==> src/hdl/bda_pkg.sv <==
// Package for the bounded dynamic array: sizes, field widths, codes and
// the control structs shared by the controller and the datapath.
// No dependencies.
package bda_pkg;

  // Storage geometry
  localparam int DEPTH      = 64;
  localparam int DATA_WIDTH = 32;
  localparam int ADDR_W     = (DEPTH > 1) ? $clog2(DEPTH) : 1;
  localparam int LEN_W      = $clog2(DEPTH + 1);

  // Item field widths
  localparam int CMD_W   = 3;
  localparam int INDEX_W = 6;
  localparam int DIN_W   = 32;
  localparam int NLEN_W  = 7;
  localparam int RDATA_W = 32;
  localparam int CLEN_W  = 7;
  localparam int ERR_W   = 3;

  // Common width for comparing lengths and indexes
  localparam int CMP_W = ((LEN_W > NLEN_W) ? LEN_W : NLEN_W) + 1;

  typedef enum logic [CMD_W-1:0] {
    CMD_READ   = 3'd0,
    CMD_WRITE  = 3'd1,
    CMD_PUSH   = 3'd2,
    CMD_POP    = 3'd3,
    CMD_RESIZE = 3'd4
  } cmd_e;

  typedef enum logic [ERR_W-1:0] {
    ERR_OK        = 3'd0,
    ERR_BOUNDS    = 3'd1,
    ERR_FULL      = 3'd2,
    ERR_EMPTY     = 3'd3,
    ERR_TOO_LARGE = 3'd4
  } err_e;

  typedef enum logic [1:0] {
    S_IDLE,
    S_READ,
    S_FILL,
    S_HOLD
  } state_e;

  // Which source feeds the result register
  typedef enum logic [1:0] {
    RES_NOW,
    RES_READ,
    RES_FILL,
    RES_PEND
  } res_sel_e;

  typedef struct packed {
    logic     accept;
    logic     fill_step;
    logic     load_out;
    logic     save_pend;
    res_sel_e res_sel;
  } ctrl_cmd_t;

  typedef struct packed {
    logic is_read;
    logic needs_fill;
    logic fill_last;
  } ctrl_sts_t;

  typedef struct packed {
    logic [RDATA_W-1:0] data;
    logic [LEN_W-1:0]   len;
    err_e               err;
  } res_t;

endpackage

==> src/hdl/bda_in_if.sv <==
// Input channel of the bounded dynamic array: valid/ready and one command item.
// Depends on bda_pkg for field widths.
interface bda_in_if;
  logic                        valid;
  logic                        ready;
  logic [bda_pkg::CMD_W-1:0]   command;
  logic [bda_pkg::INDEX_W-1:0] index;
  logic [bda_pkg::DIN_W-1:0]   data_in;
  logic [bda_pkg::NLEN_W-1:0]  target_len;
  logic                        enable;

  modport source (output valid, command, index, data_in, target_len, enable, input ready);
  modport sink   (input valid, command, index, data_in, target_len, enable, output ready);
endinterface

==> src/hdl/bda_out_if.sv <==
// Output channel of the bounded dynamic array: valid/ready and one result item.
// Depends on bda_pkg for field widths.
interface bda_out_if;
  logic                        valid;
  logic                        ready;
  logic [bda_pkg::RDATA_W-1:0] read_data;
  logic [bda_pkg::CLEN_W-1:0]  current_length;
  logic [bda_pkg::ERR_W-1:0]   error_code;

  modport source (output valid, read_data, current_length, error_code, input ready);
  modport sink   (input valid, read_data, current_length, error_code, output ready);
endinterface

==> src/hdl/bda_ram.sv <==
// Generic simple dual-port RAM: one write port, one read port, registered read.
// No dependencies.
module bda_ram #(
  parameter  int WIDTH = 32,
  parameter  int DEPTH = 64,
  localparam int AW    = (DEPTH > 1) ? $clog2(DEPTH) : 1
) (
  input  logic             clk_i,
  input  logic             we_i,
  input  logic [AW-1:0]    waddr_i,
  input  logic [WIDTH-1:0] wdata_i,
  input  logic [AW-1:0]    raddr_i,
  output logic [WIDTH-1:0] rdata_o
);

  logic [WIDTH-1:0] mem [DEPTH];
  logic [WIDTH-1:0] rdata_q;

  // Write port
  always_ff @(posedge clk_i) begin
    if (we_i) begin
      mem[waddr_i] <= wdata_i;
    end
  end

  // Registered read port
  always_ff @(posedge clk_i) begin
    rdata_q <= mem[raddr_i];
  end

  assign rdata_o = rdata_q;

endmodule

==> src/hdl/bda_datapath.sv <==
// Datapath of the bounded dynamic array: length register, bounds checks,
// element store, fill pointer and the pending and output result registers.
// Depends on bda_pkg and bda_ram.
module bda_datapath (
  input  logic                          clk_i,
  input  logic                          rst_ni,
  input  bda_pkg::ctrl_cmd_t            cmd_i,
  output bda_pkg::ctrl_sts_t            sts_o,
  input  logic [bda_pkg::CMD_W-1:0]     command_i,
  input  logic [bda_pkg::INDEX_W-1:0]   index_i,
  input  logic [bda_pkg::DIN_W-1:0]     data_in_i,
  input  logic [bda_pkg::NLEN_W-1:0]    target_len_i,
  input  logic                          enable_i,
  output logic [bda_pkg::RDATA_W-1:0]   read_data_o,
  output logic [bda_pkg::CLEN_W-1:0]    current_length_o,
  output logic [bda_pkg::ERR_W-1:0]     error_code_o
);

  logic [bda_pkg::LEN_W-1:0]      len_q, len_d;
  logic [bda_pkg::LEN_W-1:0]      ptr_q, ptr_inc;
  logic [bda_pkg::LEN_W-1:0]      req_q;
  logic [bda_pkg::DATA_WIDTH-1:0] data_q;
  bda_pkg::err_e                  err_q;
  logic                           rd_ok_q;
  bda_pkg::res_t                  pend_q, out_q, res;

  logic                           idx_ok, is_full, is_empty, req_ok, grow;
  logic [bda_pkg::LEN_W-1:0]      now_len;
  bda_pkg::err_e                  now_err;
  logic                           wr_en;
  logic [bda_pkg::ADDR_W-1:0]     wr_addr, idx_addr;

  logic                           ram_we;
  logic [bda_pkg::ADDR_W-1:0]     ram_waddr;
  logic [bda_pkg::DATA_WIDTH-1:0] ram_wdata, ram_rdata;

  // Bounds checks against the current length
  assign idx_ok   = bda_pkg::CMP_W'(index_i) < bda_pkg::CMP_W'(len_q);
  assign is_full  = bda_pkg::CMP_W'(len_q) >= bda_pkg::CMP_W'(bda_pkg::DEPTH);
  assign is_empty = (len_q == '0);
  assign req_ok   = bda_pkg::CMP_W'(target_len_i) <= bda_pkg::CMP_W'(bda_pkg::DEPTH);
  assign grow     = req_ok && (bda_pkg::CMP_W'(target_len_i) > bda_pkg::CMP_W'(len_q));
  assign idx_addr = bda_pkg::ADDR_W'(index_i);

  // Decode the incoming item: error, new length and store write
  always_comb begin
    now_len = len_q;
    now_err = bda_pkg::ERR_OK;
    wr_en   = 1'b0;
    wr_addr = idx_addr;
    case (command_i)
      bda_pkg::CMD_READ: begin
        if (!idx_ok) now_err = bda_pkg::ERR_BOUNDS;
      end
      bda_pkg::CMD_WRITE: begin
        if (idx_ok) wr_en = 1'b1;
        else        now_err = bda_pkg::ERR_BOUNDS;
      end
      bda_pkg::CMD_PUSH: begin
        if (is_full) begin
          now_err = bda_pkg::ERR_FULL;
        end else begin
          wr_en   = 1'b1;
          wr_addr = len_q[bda_pkg::ADDR_W-1:0];
          now_len = len_q + bda_pkg::LEN_W'(enable_i);
        end
      end
      bda_pkg::CMD_POP: begin
        if (is_empty) now_err = bda_pkg::ERR_EMPTY;
        else          now_len = len_q - bda_pkg::LEN_W'(enable_i);
      end
      bda_pkg::CMD_RESIZE: begin
        if (!req_ok)    now_err = bda_pkg::ERR_TOO_LARGE;
        else if (!grow) now_len = bda_pkg::LEN_W'(target_len_i);
      end
      default: begin
      end
    endcase
  end

  // Status to the controller
  assign ptr_inc = ptr_q + bda_pkg::LEN_W'(1);
  always_comb begin
    sts_o.is_read    = (command_i == bda_pkg::CMD_READ);
    sts_o.needs_fill = (command_i == bda_pkg::CMD_RESIZE) && grow;
    sts_o.fill_last  = (ptr_inc == req_q);
  end

  // Store write port: fill steps take priority over item writes
  always_comb begin
    if (cmd_i.fill_step) begin
      ram_we    = 1'b1;
      ram_waddr = ptr_q[bda_pkg::ADDR_W-1:0];
      ram_wdata = data_q;
    end else begin
      ram_we    = cmd_i.accept && wr_en;
      ram_waddr = wr_addr;
      ram_wdata = bda_pkg::DATA_WIDTH'(data_in_i);
    end
  end

  bda_ram #(
    .WIDTH (bda_pkg::DATA_WIDTH),
    .DEPTH (bda_pkg::DEPTH)
  ) u_ram (
    .clk_i   (clk_i),
    .we_i    (ram_we),
    .waddr_i (ram_waddr),
    .wdata_i (ram_wdata),
    .raddr_i (idx_addr),
    .rdata_o (ram_rdata)
  );

  // Select the result source
  always_comb begin
    case (cmd_i.res_sel)
      bda_pkg::RES_NOW: begin
        res.data = '0;
        res.len  = now_len;
        res.err  = now_err;
      end
      bda_pkg::RES_READ: begin
        res.data = rd_ok_q ? bda_pkg::RDATA_W'(ram_rdata) : '0;
        res.len  = len_q;
        res.err  = err_q;
      end
      bda_pkg::RES_FILL: begin
        res.data = '0;
        res.len  = req_q;
        res.err  = bda_pkg::ERR_OK;
      end
      default: begin
        res = pend_q;
      end
    endcase
  end

  // Length register: update on accept, jump to the target at fill end
  always_comb begin
    len_d = len_q;
    if (cmd_i.accept)                          len_d = now_len;
    else if (cmd_i.fill_step && sts_o.fill_last) len_d = req_q;
  end

  always_ff @(posedge clk_i or negedge rst_ni) begin
    if (!rst_ni) begin
      len_q <= '0;
    end else begin
      len_q <= len_d;
    end
  end

  // Latch item fields, advance fill pointer, hold results
  always_ff @(posedge clk_i) begin
    if (cmd_i.accept) begin
      data_q  <= bda_pkg::DATA_WIDTH'(data_in_i);
      req_q   <= bda_pkg::LEN_W'(target_len_i);
      ptr_q   <= len_q;
      err_q   <= now_err;
      rd_ok_q <= idx_ok;
    end else if (cmd_i.fill_step) begin
      ptr_q <= ptr_inc;
    end
    if (cmd_i.save_pend) pend_q <= res;
    if (cmd_i.load_out)  out_q  <= res;
  end

  assign read_data_o      = out_q.data;
  assign current_length_o = bda_pkg::CLEN_W'(out_q.len);
  assign error_code_o     = out_q.err;

endmodule

==> src/hdl/bda_controller.sv <==
// Controller of the bounded dynamic array: state machine for accept, read
// wait, resize fill and result hold, plus the output valid flag.
// Depends on bda_pkg.
module bda_controller (
  input  logic                clk_i,
  input  logic                rst_ni,
  input  logic                in_valid_i,
  output logic                in_ready_o,
  output logic                out_valid_o,
  input  logic                out_ready_i,
  input  bda_pkg::ctrl_sts_t  sts_i,
  output bda_pkg::ctrl_cmd_t  cmd_o
);

  bda_pkg::state_e state_q, state_d;
  logic            out_valid_q, out_valid_d;
  logic            out_free;
  logic            accept;
  logic            finish;

  assign out_free = !out_valid_q || out_ready_i;
  assign accept   = (state_q == bda_pkg::S_IDLE) && in_valid_i;

  // Next state
  always_comb begin
    state_d = state_q;
    case (state_q)
      bda_pkg::S_IDLE: begin
        if (accept) begin
          if (sts_i.is_read)         state_d = bda_pkg::S_READ;
          else if (sts_i.needs_fill) state_d = bda_pkg::S_FILL;
          else if (!out_free)        state_d = bda_pkg::S_HOLD;
        end
      end
      bda_pkg::S_READ: begin
        state_d = out_free ? bda_pkg::S_IDLE : bda_pkg::S_HOLD;
      end
      bda_pkg::S_FILL: begin
        if (sts_i.fill_last) state_d = out_free ? bda_pkg::S_IDLE : bda_pkg::S_HOLD;
      end
      bda_pkg::S_HOLD: begin
        if (out_free) state_d = bda_pkg::S_IDLE;
      end
      default: begin
        state_d = bda_pkg::S_IDLE;
      end
    endcase
  end

  // Command outputs
  always_comb begin
    cmd_o.accept    = accept;
    cmd_o.fill_step = 1'b0;
    cmd_o.res_sel   = bda_pkg::RES_NOW;
    finish          = 1'b0;
    case (state_q)
      bda_pkg::S_IDLE: begin
        finish = accept && !sts_i.is_read && !sts_i.needs_fill;
      end
      bda_pkg::S_READ: begin
        cmd_o.res_sel = bda_pkg::RES_READ;
        finish        = 1'b1;
      end
      bda_pkg::S_FILL: begin
        cmd_o.fill_step = 1'b1;
        cmd_o.res_sel   = bda_pkg::RES_FILL;
        finish          = sts_i.fill_last;
      end
      bda_pkg::S_HOLD: begin
        cmd_o.res_sel = bda_pkg::RES_PEND;
      end
      default: begin
      end
    endcase
    if (state_q == bda_pkg::S_HOLD) begin
      cmd_o.load_out  = out_free;
      cmd_o.save_pend = 1'b0;
    end else begin
      cmd_o.load_out  = finish && out_free;
      cmd_o.save_pend = finish && !out_free;
    end
  end

  // Output valid: set on load, drop when taken
  always_comb begin
    out_valid_d = out_valid_q;
    if (cmd_o.load_out)   out_valid_d = 1'b1;
    else if (out_ready_i) out_valid_d = 1'b0;
  end

  always_ff @(posedge clk_i or negedge rst_ni) begin
    if (!rst_ni) begin
      state_q     <= bda_pkg::S_IDLE;
      out_valid_q <= 1'b0;
    end else begin
      state_q     <= state_d;
      out_valid_q <= out_valid_d;
    end
  end

  assign in_ready_o  = (state_q == bda_pkg::S_IDLE);
  assign out_valid_o = out_valid_q;

  // A result is parked only while the output register is occupied and stalled
  a_pend_only_stalled: assert property (@(posedge clk_i) disable iff (!rst_ni)
    cmd_o.save_pend |-> (out_valid_q && !out_ready_i))
    else $error("result parked while output register free");

  // A parked result never coexists with an empty output register
  a_hold_has_out: assert property (@(posedge clk_i) disable iff (!rst_ni)
    (state_q == bda_pkg::S_HOLD) |-> out_valid_q)
    else $error("holding a result with no output pending");

  // An accepted read moves to the store wait state in the next cycle
  a_read_wait: assert property (@(posedge clk_i) disable iff (!rst_ni)
    (accept && sts_i.is_read) |=> (state_q == bda_pkg::S_READ))
    else $error("read not followed by store wait");

  // The last fill step leaves the fill state
  a_fill_ends: assert property (@(posedge clk_i) disable iff (!rst_ni)
    (cmd_o.fill_step && sts_i.fill_last) |=> (state_q != bda_pkg::S_FILL))
    else $error("fill continued past its last slot");

  // A loaded result is presented in the next cycle
  a_load_shows: assert property (@(posedge clk_i) disable iff (!rst_ni)
    cmd_o.load_out |=> out_valid_q)
    else $error("loaded result not presented");

endmodule

==> src/hdl/bounded_dynamic_array.sv <==
// Bounded dynamic array: read, write, push, pop and resize on a 64-word store.
// Result register: loaded from the item decode for write, push, pop and a short resize;
// a read first waits for the registered store read; a growing resize first fills the new slots.
// Throughput: one item per cycle while the output is free; a read or a growing resize
// holds off new items until it is done, and the fill occupies the single store write port.
// Reset clears the length and the output valid; the store is not cleared.
module bounded_dynamic_array (
  input logic       clk_i,
  input logic       rst_ni,
  bda_in_if.sink    in_i,
  bda_out_if.source out_o
);

  bda_pkg::ctrl_cmd_t ctrl_cmd;
  bda_pkg::ctrl_sts_t ctrl_sts;

  bda_controller u_ctrl (
    .clk_i       (clk_i),
    .rst_ni      (rst_ni),
    .in_valid_i  (in_i.valid),
    .in_ready_o  (in_i.ready),
    .out_valid_o (out_o.valid),
    .out_ready_i (out_o.ready),
    .sts_i       (ctrl_sts),
    .cmd_o       (ctrl_cmd)
  );

  bda_datapath u_dp (
    .clk_i            (clk_i),
    .rst_ni           (rst_ni),
    .cmd_i            (ctrl_cmd),
    .sts_o            (ctrl_sts),
    .command_i        (in_i.command),
    .index_i          (in_i.index),
    .data_in_i        (in_i.data_in),
    .target_len_i     (in_i.target_len),
    .enable_i         (in_i.enable),
    .read_data_o      (out_o.read_data),
    .current_length_o (out_o.current_length),
    .error_code_o     (out_o.error_code)
  );

endmodule

==> src/flat_wrapper.sv <==
// flat-port wrapper written by rule: the top's interface ports become plain ports
module bounded_dynamic_array_flat 
  (clk_i, rst_ni, in_i_valid, in_i_command, in_i_index, in_i_data_in, in_i_target_len, in_i_enable, in_i_ready, out_o_valid, out_o_read_data, out_o_current_length, out_o_error_code, out_o_ready);
  bda_in_if in_i_i ();
  bda_out_if out_o_i ();
  input logic clk_i;
  input logic rst_ni;
  input wire logic [$bits(in_i_i.valid)-1:0] in_i_valid;
  input wire logic [$bits(in_i_i.command)-1:0] in_i_command;
  input wire logic [$bits(in_i_i.index)-1:0] in_i_index;
  input wire logic [$bits(in_i_i.data_in)-1:0] in_i_data_in;
  input wire logic [$bits(in_i_i.target_len)-1:0] in_i_target_len;
  input wire logic [$bits(in_i_i.enable)-1:0] in_i_enable;
  output wire logic [$bits(in_i_i.ready)-1:0] in_i_ready;
  output wire logic [$bits(out_o_i.valid)-1:0] out_o_valid;
  output wire logic [$bits(out_o_i.read_data)-1:0] out_o_read_data;
  output wire logic [$bits(out_o_i.current_length)-1:0] out_o_current_length;
  output wire logic [$bits(out_o_i.error_code)-1:0] out_o_error_code;
  input wire logic [$bits(out_o_i.ready)-1:0] out_o_ready;
  assign in_i_i.valid = in_i_valid;
  assign in_i_i.command = in_i_command;
  assign in_i_i.index = in_i_index;
  assign in_i_i.data_in = in_i_data_in;
  assign in_i_i.target_len = in_i_target_len;
  assign in_i_i.enable = in_i_enable;
  assign in_i_ready = in_i_i.ready;
  assign out_o_valid = out_o_i.valid;
  assign out_o_read_data = out_o_i.read_data;
  assign out_o_current_length = out_o_i.current_length;
  assign out_o_error_code = out_o_i.error_code;
  assign out_o_i.ready = out_o_ready;
  bounded_dynamic_array u_core (.clk_i(clk_i), .rst_ni(rst_ni), .in_i(in_i_i), .out_o(out_o_i));
endmodule
==> config.mk <==
export PLATFORM = sky130hd
export DESIGN_NAME = bounded_dynamic_array_flat
export DESIGN_NICKNAME = d
export VERILOG_FILES = /design/src/hdl/bda_pkg.sv /design/src/hdl/bda_in_if.sv /design/src/hdl/bda_out_if.sv /design/src/hdl/bda_ram.sv /design/src/hdl/bda_datapath.sv /design/src/hdl/bda_controller.sv /design/src/hdl/bounded_dynamic_array.sv /design/src/flat_wrapper.sv
export SDC_FILE = /design/constraint.sdc
export NUM_CORES = 2
export LEC_CHECK = 0
export BUFFER_PORTS_ARGS = -buffer_cell sky130_fd_sc_hd__buf_2
export CAP_MARGIN = 20
export CORE_MARGIN = 3
export CORE_UTILIZATION = 30
export DETAILED_ROUTE_END_ITERATION = 16
export GPL_ROUTABILITY_DRIVEN = 0
export HOLD_SLACK_MARGIN = 0.03
export SLEW_MARGIN = 20
export SYNTH_ARGS = -nofsm -noshare
export SYNTH_HDL_FRONTEND = slang
export SYNTH_SLANG_ARGS = --single-unit
==> constraint.sdc <==
create_clock -name clk_i -period 10 [get_ports clk_i]
set_clock_uncertainty 0.05 [all_clocks]
set_input_delay 1 -clock clk_i [delete_from_list [all_inputs] [get_ports clk_i]]
set_output_delay 1 -clock clk_i [all_outputs]
set_load 0.05 [all_outputs]
### Word-level counts from Yosys, hierarchy flattened

Memory sizes are Yosys's and may differ from the RTL's. A register that Yosys moved wholly into a read port is not among the register bits.
Cells that the tools add are included.

| operators by class | value |
|---|---|
| $add $sub $neg | 3 |
| reductions and logical operators | 23 |
| bitwise operators | 0 |
| equal/unequal tests | 14 |
| shift-type cells | 0 |
| divide/modulo/power cells | 0 |
| muxes and demuxes | 40 |
| $mul | 0 |
| $lt $le $gt $ge | 4 |

Operator list:

| operator | number |
|---|---|
| $pmux W42 S3 | 1 |
| $mux W32 | 2 |
| $mux W7 | 8 |
| $pmux W7 S3 | 1 |
| $mux W2 | 10 |
| $mux W6 | 3 |
| $pmux W3 S4 | 1 |
| $logic_and A1 B1 Y1 | 9 |
| $mux W1 | 9 |
| $pmux W2 S4 | 1 |
| $add A7 B1 Y7 | 1 |
| $add A7 B1 Y7 const B | 1 |
| $eq A7 B7 Y1 | 1 |
| $ge A7 B7 Y1 const B | 1 |
| $gt A7 B7 Y1 | 1 |
| $le A7 B7 Y1 const B | 1 |
| $logic_not A7 Y1 | 1 |
| $lt A6 B7 Y1 | 1 |
| $sub A7 B1 Y7 | 1 |
| $eq A2 B2 Y1 const B | 3 |
| $eq A3 B2 Y1 const B | 2 |
| $pmux W2 S3 | 1 |
| $reduce_bool A2 Y1 | 3 |
| $eq A2 B1 Y1 const B | 2 |
| 14 further kinds | 19 |

| storage, ports and cells | value |
|---|---|
| output and inout port bits | 44 |
| memories | 1 |
| memory bits (writable) | 2048 |
| latch bits | 0 |
| logic and storage cells | 99 |
| bits in registers | 144 |
| memory bits (read-only) | 0 |
| bits of input ports | 53 |

Memory list:

| memory | depth | width | rd ports | clocked after Yosys merged registers in | wr ports | RTL line | RTL |
|---|---|---|---|---|---|---|---|
| u_core.u_dp.u_ram.mem | 64 | 32 | 1 | 1 | 1 | bda_ram.sv:16 | `logic [WIDTH-1:0] mem [DEPTH];` |

### Longest topological paths before layout

| logic depth | value |
|---|---|
| depth after elaboration | 9 |
| gate-level depth with buffers | 11 |

### Cells and area by module

From an unflattened synthesis, not the netlist that was laid out.

| second synthesis, totals | value |
|---|---|
| cell total of the unflattened synthesis | 3851 |
| area total of the unflattened synthesis | 85678.4 µm² |

Modules (own cells, without submodules):

| module | times used | sequential area each (µm²) | cells an instance | area an instance (µm²) |
|---|---|---|---|---|
| bda_ram | 1 | 62139.6 | 3324 | 78515.3 |
| bda_datapath | 1 | 4199.0 | 490 | 6842.8 |
| bda_controller | 1 | 75.1 | 37 | 320.3 |

### Least setup slack after synthesis

No wires, ideal clock.

| path | value |
|---|---|
| path kind | reg-to-reg |
| from | register u_core.u_ctrl.state_q[0] |
| to | register u_core.u_dp.pend_q[0] in the netlist's numbering, enable pin |
| data arrival time | 5653 ps |
| stages on the path, launching flop included | 9 |
| required time | 9448 ps |
| setup slack | 3795 ps |
| path buffers | 1 |
| period minus slack after synthesis | 6205 ps |
| cells stage by stage | dfrtp_1 -> inv_1 -> ha_1 -> clkbuf_1 -> nand2_1 -> inv_2 -> o211ai_1 -> a31o_2 -> nor3b_1 |

RTL lines:

| element | RTL line | RTL |
|---|---|---|
| start, declared | bda_controller.sv:15 | `bda_pkg::state_e state_q, state_d;` |
| start signal, assigned | bda_controller.sv:93 | `state_q <= bda_pkg::S_IDLE;` |
| start signal, assigned | bda_controller.sv:96 | `state_q <= state_d;` |
| end signal, assigned | bda_datapath.sv:164 | `if (cmd_i.save_pend) pend_q <= res;` |
| end, declared | bda_datapath.sv:25 | `bda_pkg::res_t pend_q, out_q, res;` |

==> reports/metrics.yaml <==
power:
  pwr-share-clk_pct: 33.7
  p_int_mw: 16.6
  p_sw_share_pct: 27.0
  p_switching_mw: 6.15
  combPwrFrac_pct: 14.7
  finalPower_mw: 22.8
  leakage_nw: 30.0
  power_density_mw_per_mm2: 233
  p_seq_share_pct: 51.6
  peakVddDrop_v: 0.000225
floorplan:
  ios: 97
  die_x_microns: 540
  fp.dieH_microns: 540
  core_sq_mm: 0.283
  rows: 195
  die_area_sq_mm: 0.291
  start_util_pct: 30.2
drt:
  ant_nets: 0
  vias: 39900
  drt_iter0_markers: 5037
  vias_per_cell: 5.14
  avgRoutedWirePerCell_microns: 28.1
  first_pass_iters: 7
  wl_mm: 218
  drc: 0
clock_network:
  cts_tree: "done"
  cts_buffers: 206
  post_cts.repair.setup_buffers: 0
  cts-htree-levels: 4
  clockBufferDepth: 3
  cts.clk_slew.worst_paths_ns: 0.06
  cts_root_buf: "clkbuf_16"
  hold_buffers: 1
  postCtsResizedCells: 0
  clkSinkCount: 2224
  insertion_delay_ns: 0.85
layout:
  layout.cells.most_common_list: "2182 x edfxtp_1, 640 x mux4_2, 210 x clkbuf_16"
  layout_commonest_cell: "edfxtp_1"
  post-route-cell-area_sq_mm: 0.0978
  antenna_cells: 0
  utilization_pct: 34.6
  area_growth_pct: 14.4
  fillCellCount: 26000
  final_nets: 3923
  multi_input_area_sq_mm: 0.0185
  drive_gt1_share_pct: 31.8
  seqCellArea_sq_mm: 0.0664
synth:
  synth_area_per_cell_sq_um: 23.7
  ys_warn_count: 0
  synth_top_area_share_pct: 76.6
  synthDistinctLibCells: 73
  ys_async_sr_fraction_pct: 0.450
  syn_inst: 3613
  synthFlopType: "edfxtp_1"
  yosysTopAreaCell: "edfxtp_1"
  ys_seq_area_share_pct: 77.7
  synth_area_leaders: "edfxtp_1 77%, mux4_2 17%, dfxtp_1 0.75%, a22oi_1 0.61%, clkbuf_1 0.47%"
  synth_area_sq_mm: 0.0855
  syn_nets: 3690
  synth_enable_flop_cells: 2182
  ys_ff_latch: 2224
sta:
  setup_viol: 0
  post-route-period-util_pct: 44.8
  slew_violations: 0
  relSlewSlack_pct: 28.9
  fin_crit_ns: 4.48
  finalSetupTns_ns: 0
  hold_violations: 0
  tightest_slew_ns: 1.07
  max_freq_ghz: 0.223
  rsz0062_at_grt: "false"
flow_run:
  max_cap_viol_count: 0
worst_setup_path:
  cp_max_fo: 23
  path_class: "reg -> reg"
  timing.rr.end: "u_core.u_dp.read_data_o[2]"
  critPathRequiredTime_ns: 10.43
  start_kind: "flip-flop"
  setup.worst_path.start: "u_core.u_dp.len_q[6]"
  arrival_ns: 4.91
  endpoint_kind: "flip-flop"
  worst-r2r-cell-count: 9
  rr_startpoint: "u_core.u_dp.len_q[6]"
  rrSetupSlack_ns: 5.52
global_route:
  track_usage_pct: 14.7
  overflow: 0
  antenna_found_initial: 6
  grt_pass1_wl_mm: 310
  grt_pass1_vias: 40500
  grt_start_max_net_pins: 128
hold_path:
  hold_path_end: "u_core.u_dp.data_q[13]"
  min_path_type: "in -> reg"
  min_from: "in_i_data_in[13]"
  min_path_cells: 1
placed_design:
  portBuffers: 96
  dpl_cell_area_sq_mm: 0.0912
  dp.final_hpwl_mm: 114
status:
  outcome: "completed"
logic make-up after synthesis:
logic type	share of synthesized area (%)
compound gates	1.71
mux	17.5
flops	77.7
simple gates	1.39
buf+inv	1.15
fa+ha+maj	0.351
xor+xnor	0.208
Yosys cell counts, types with 4 or more instances:
master and count:
buf_2 34, o21a_1 5, nor2_1 28, nand2_1 86
a2bb2oi_1 5, a22o_1 32, nor4_1 4, buf_4 26
nor2b_1 6, nand2b_1 8, a21oi_1 26, a221oi_1 6
ha_1 24, dfxtp_1 32, clkbuf_1 108, buf_6 4
o21ai_1 8, edfxtp_1 2182, or3_1 4, mux2i_1 17
nand3_1 12, dfrtp_1 10, mux2_2 33, mux4_2 640
xnor3_1 4, and3_1 4, a22oi_1 69, o21ai_0 11
nor3_1 67, inv_1 15, xnor2_1 7, buf_1 27
worst max-delay path by stage:
stage	to	slack (ns)	cells past startpoint
global route	u_core.u_dp.read_data_o[30]	5.24	9
floorplan	u_core.u_dp.pend_q[0]	3.80	8
global placement	u_core.u_dp.u_ram.rdata_o[29]	4.56	7
detailed placement	u_core.u_dp.u_ram.rdata_o[29]	4.68	7
CTS	u_core.u_dp.read_data_o[2]	5.57	9
finish	u_core.u_dp.read_data_o[2]	5.52	9
critical path, stage by stage, from the launching register on:
cell and delay (ns):
dfrtp_1 0.78, inv_2 0.11, ha_1 0.34, a21oi_1 0.15
o21ai_1 0.11, o21bai_1 0.65, o211ai_1 0.21, a31o_2 0.31
a21oi_4 0.79, buf_4 0.54
stage by stage:
step           setup WS [ns]  hold WS (ns)  cells
6_report                5.52         0.299   7766
2_1_floorplan           3.80         0.462   3613
5_1_grt                 5.24         0.252   7766
4_1_cts                 5.57         0.217   7766
3_5_place_dp            4.68         0.494   7380
3_3_place_gp            4.56         0.478   7379
final cells by class:
cell class                      count  area share, %
Inverter                           18         0.0691
Tap cell                         3743           4.79
Timing Repair Buffer              224           1.59
Clock buffer                      260           5.66
Clock inverter                    125           1.07
Sequential cell                  2224           67.9
Multi-Input combinational cell   1172           18.9
routing by layer:
layer / GRT usage (%) / up-vias / part of all wire [%]
li1: - / 16000 / -
met4: 3.90 / 0 / 2.4
met2: 24.6 / 1698 / 50
met1: 20.0 / 21800 / 41
met3: 2.52 / 310 / 7.2
met5: 0 / - / 0
sequential cells by signal, summed over array words and instances (netlist names):
| name | cells |
|---|---|
| u_core.u_dp.u_ram.rdata_o | 32 |
| u_core.u_dp.req_q | 7 |
| u_core.u_dp.err_q | 3 |
| u_core.u_ctrl.out_valid_o | 1 |
| u_core.u_dp.u_ram.mem | 2048 |
| u_core.u_dp.error_code_o | 3 |
| u_core.u_dp.len_q | 7 |
| u_core.u_dp.current_length_o | 7 |
| u_core.u_dp.pend_q | 42 |
| u_core.u_dp.read_data_o | 32 |
| u_core.u_dp.ptr_q | 7 |
| u_core.u_ctrl.state_q | 2 |
| u_core.u_dp.data_q | 32 |
| u_core.u_dp.rd_ok_q | 1 |
power by group through the flow:
stage / registers (mW) / logic, mW / clock network, mW
floorplan: 12.1 / 1.70 / 0
global placement: 11.9 / 3.29 / 0
detailed placement: 11.9 / 3.38 / 0
CTS: 11.7 / 3.38 / 7.83
global route: 11.8 / 3.57 / 8.18
finish: 11.7 / 3.35 / 7.67
No activity file was read; power rests on OpenSTA's default activity.
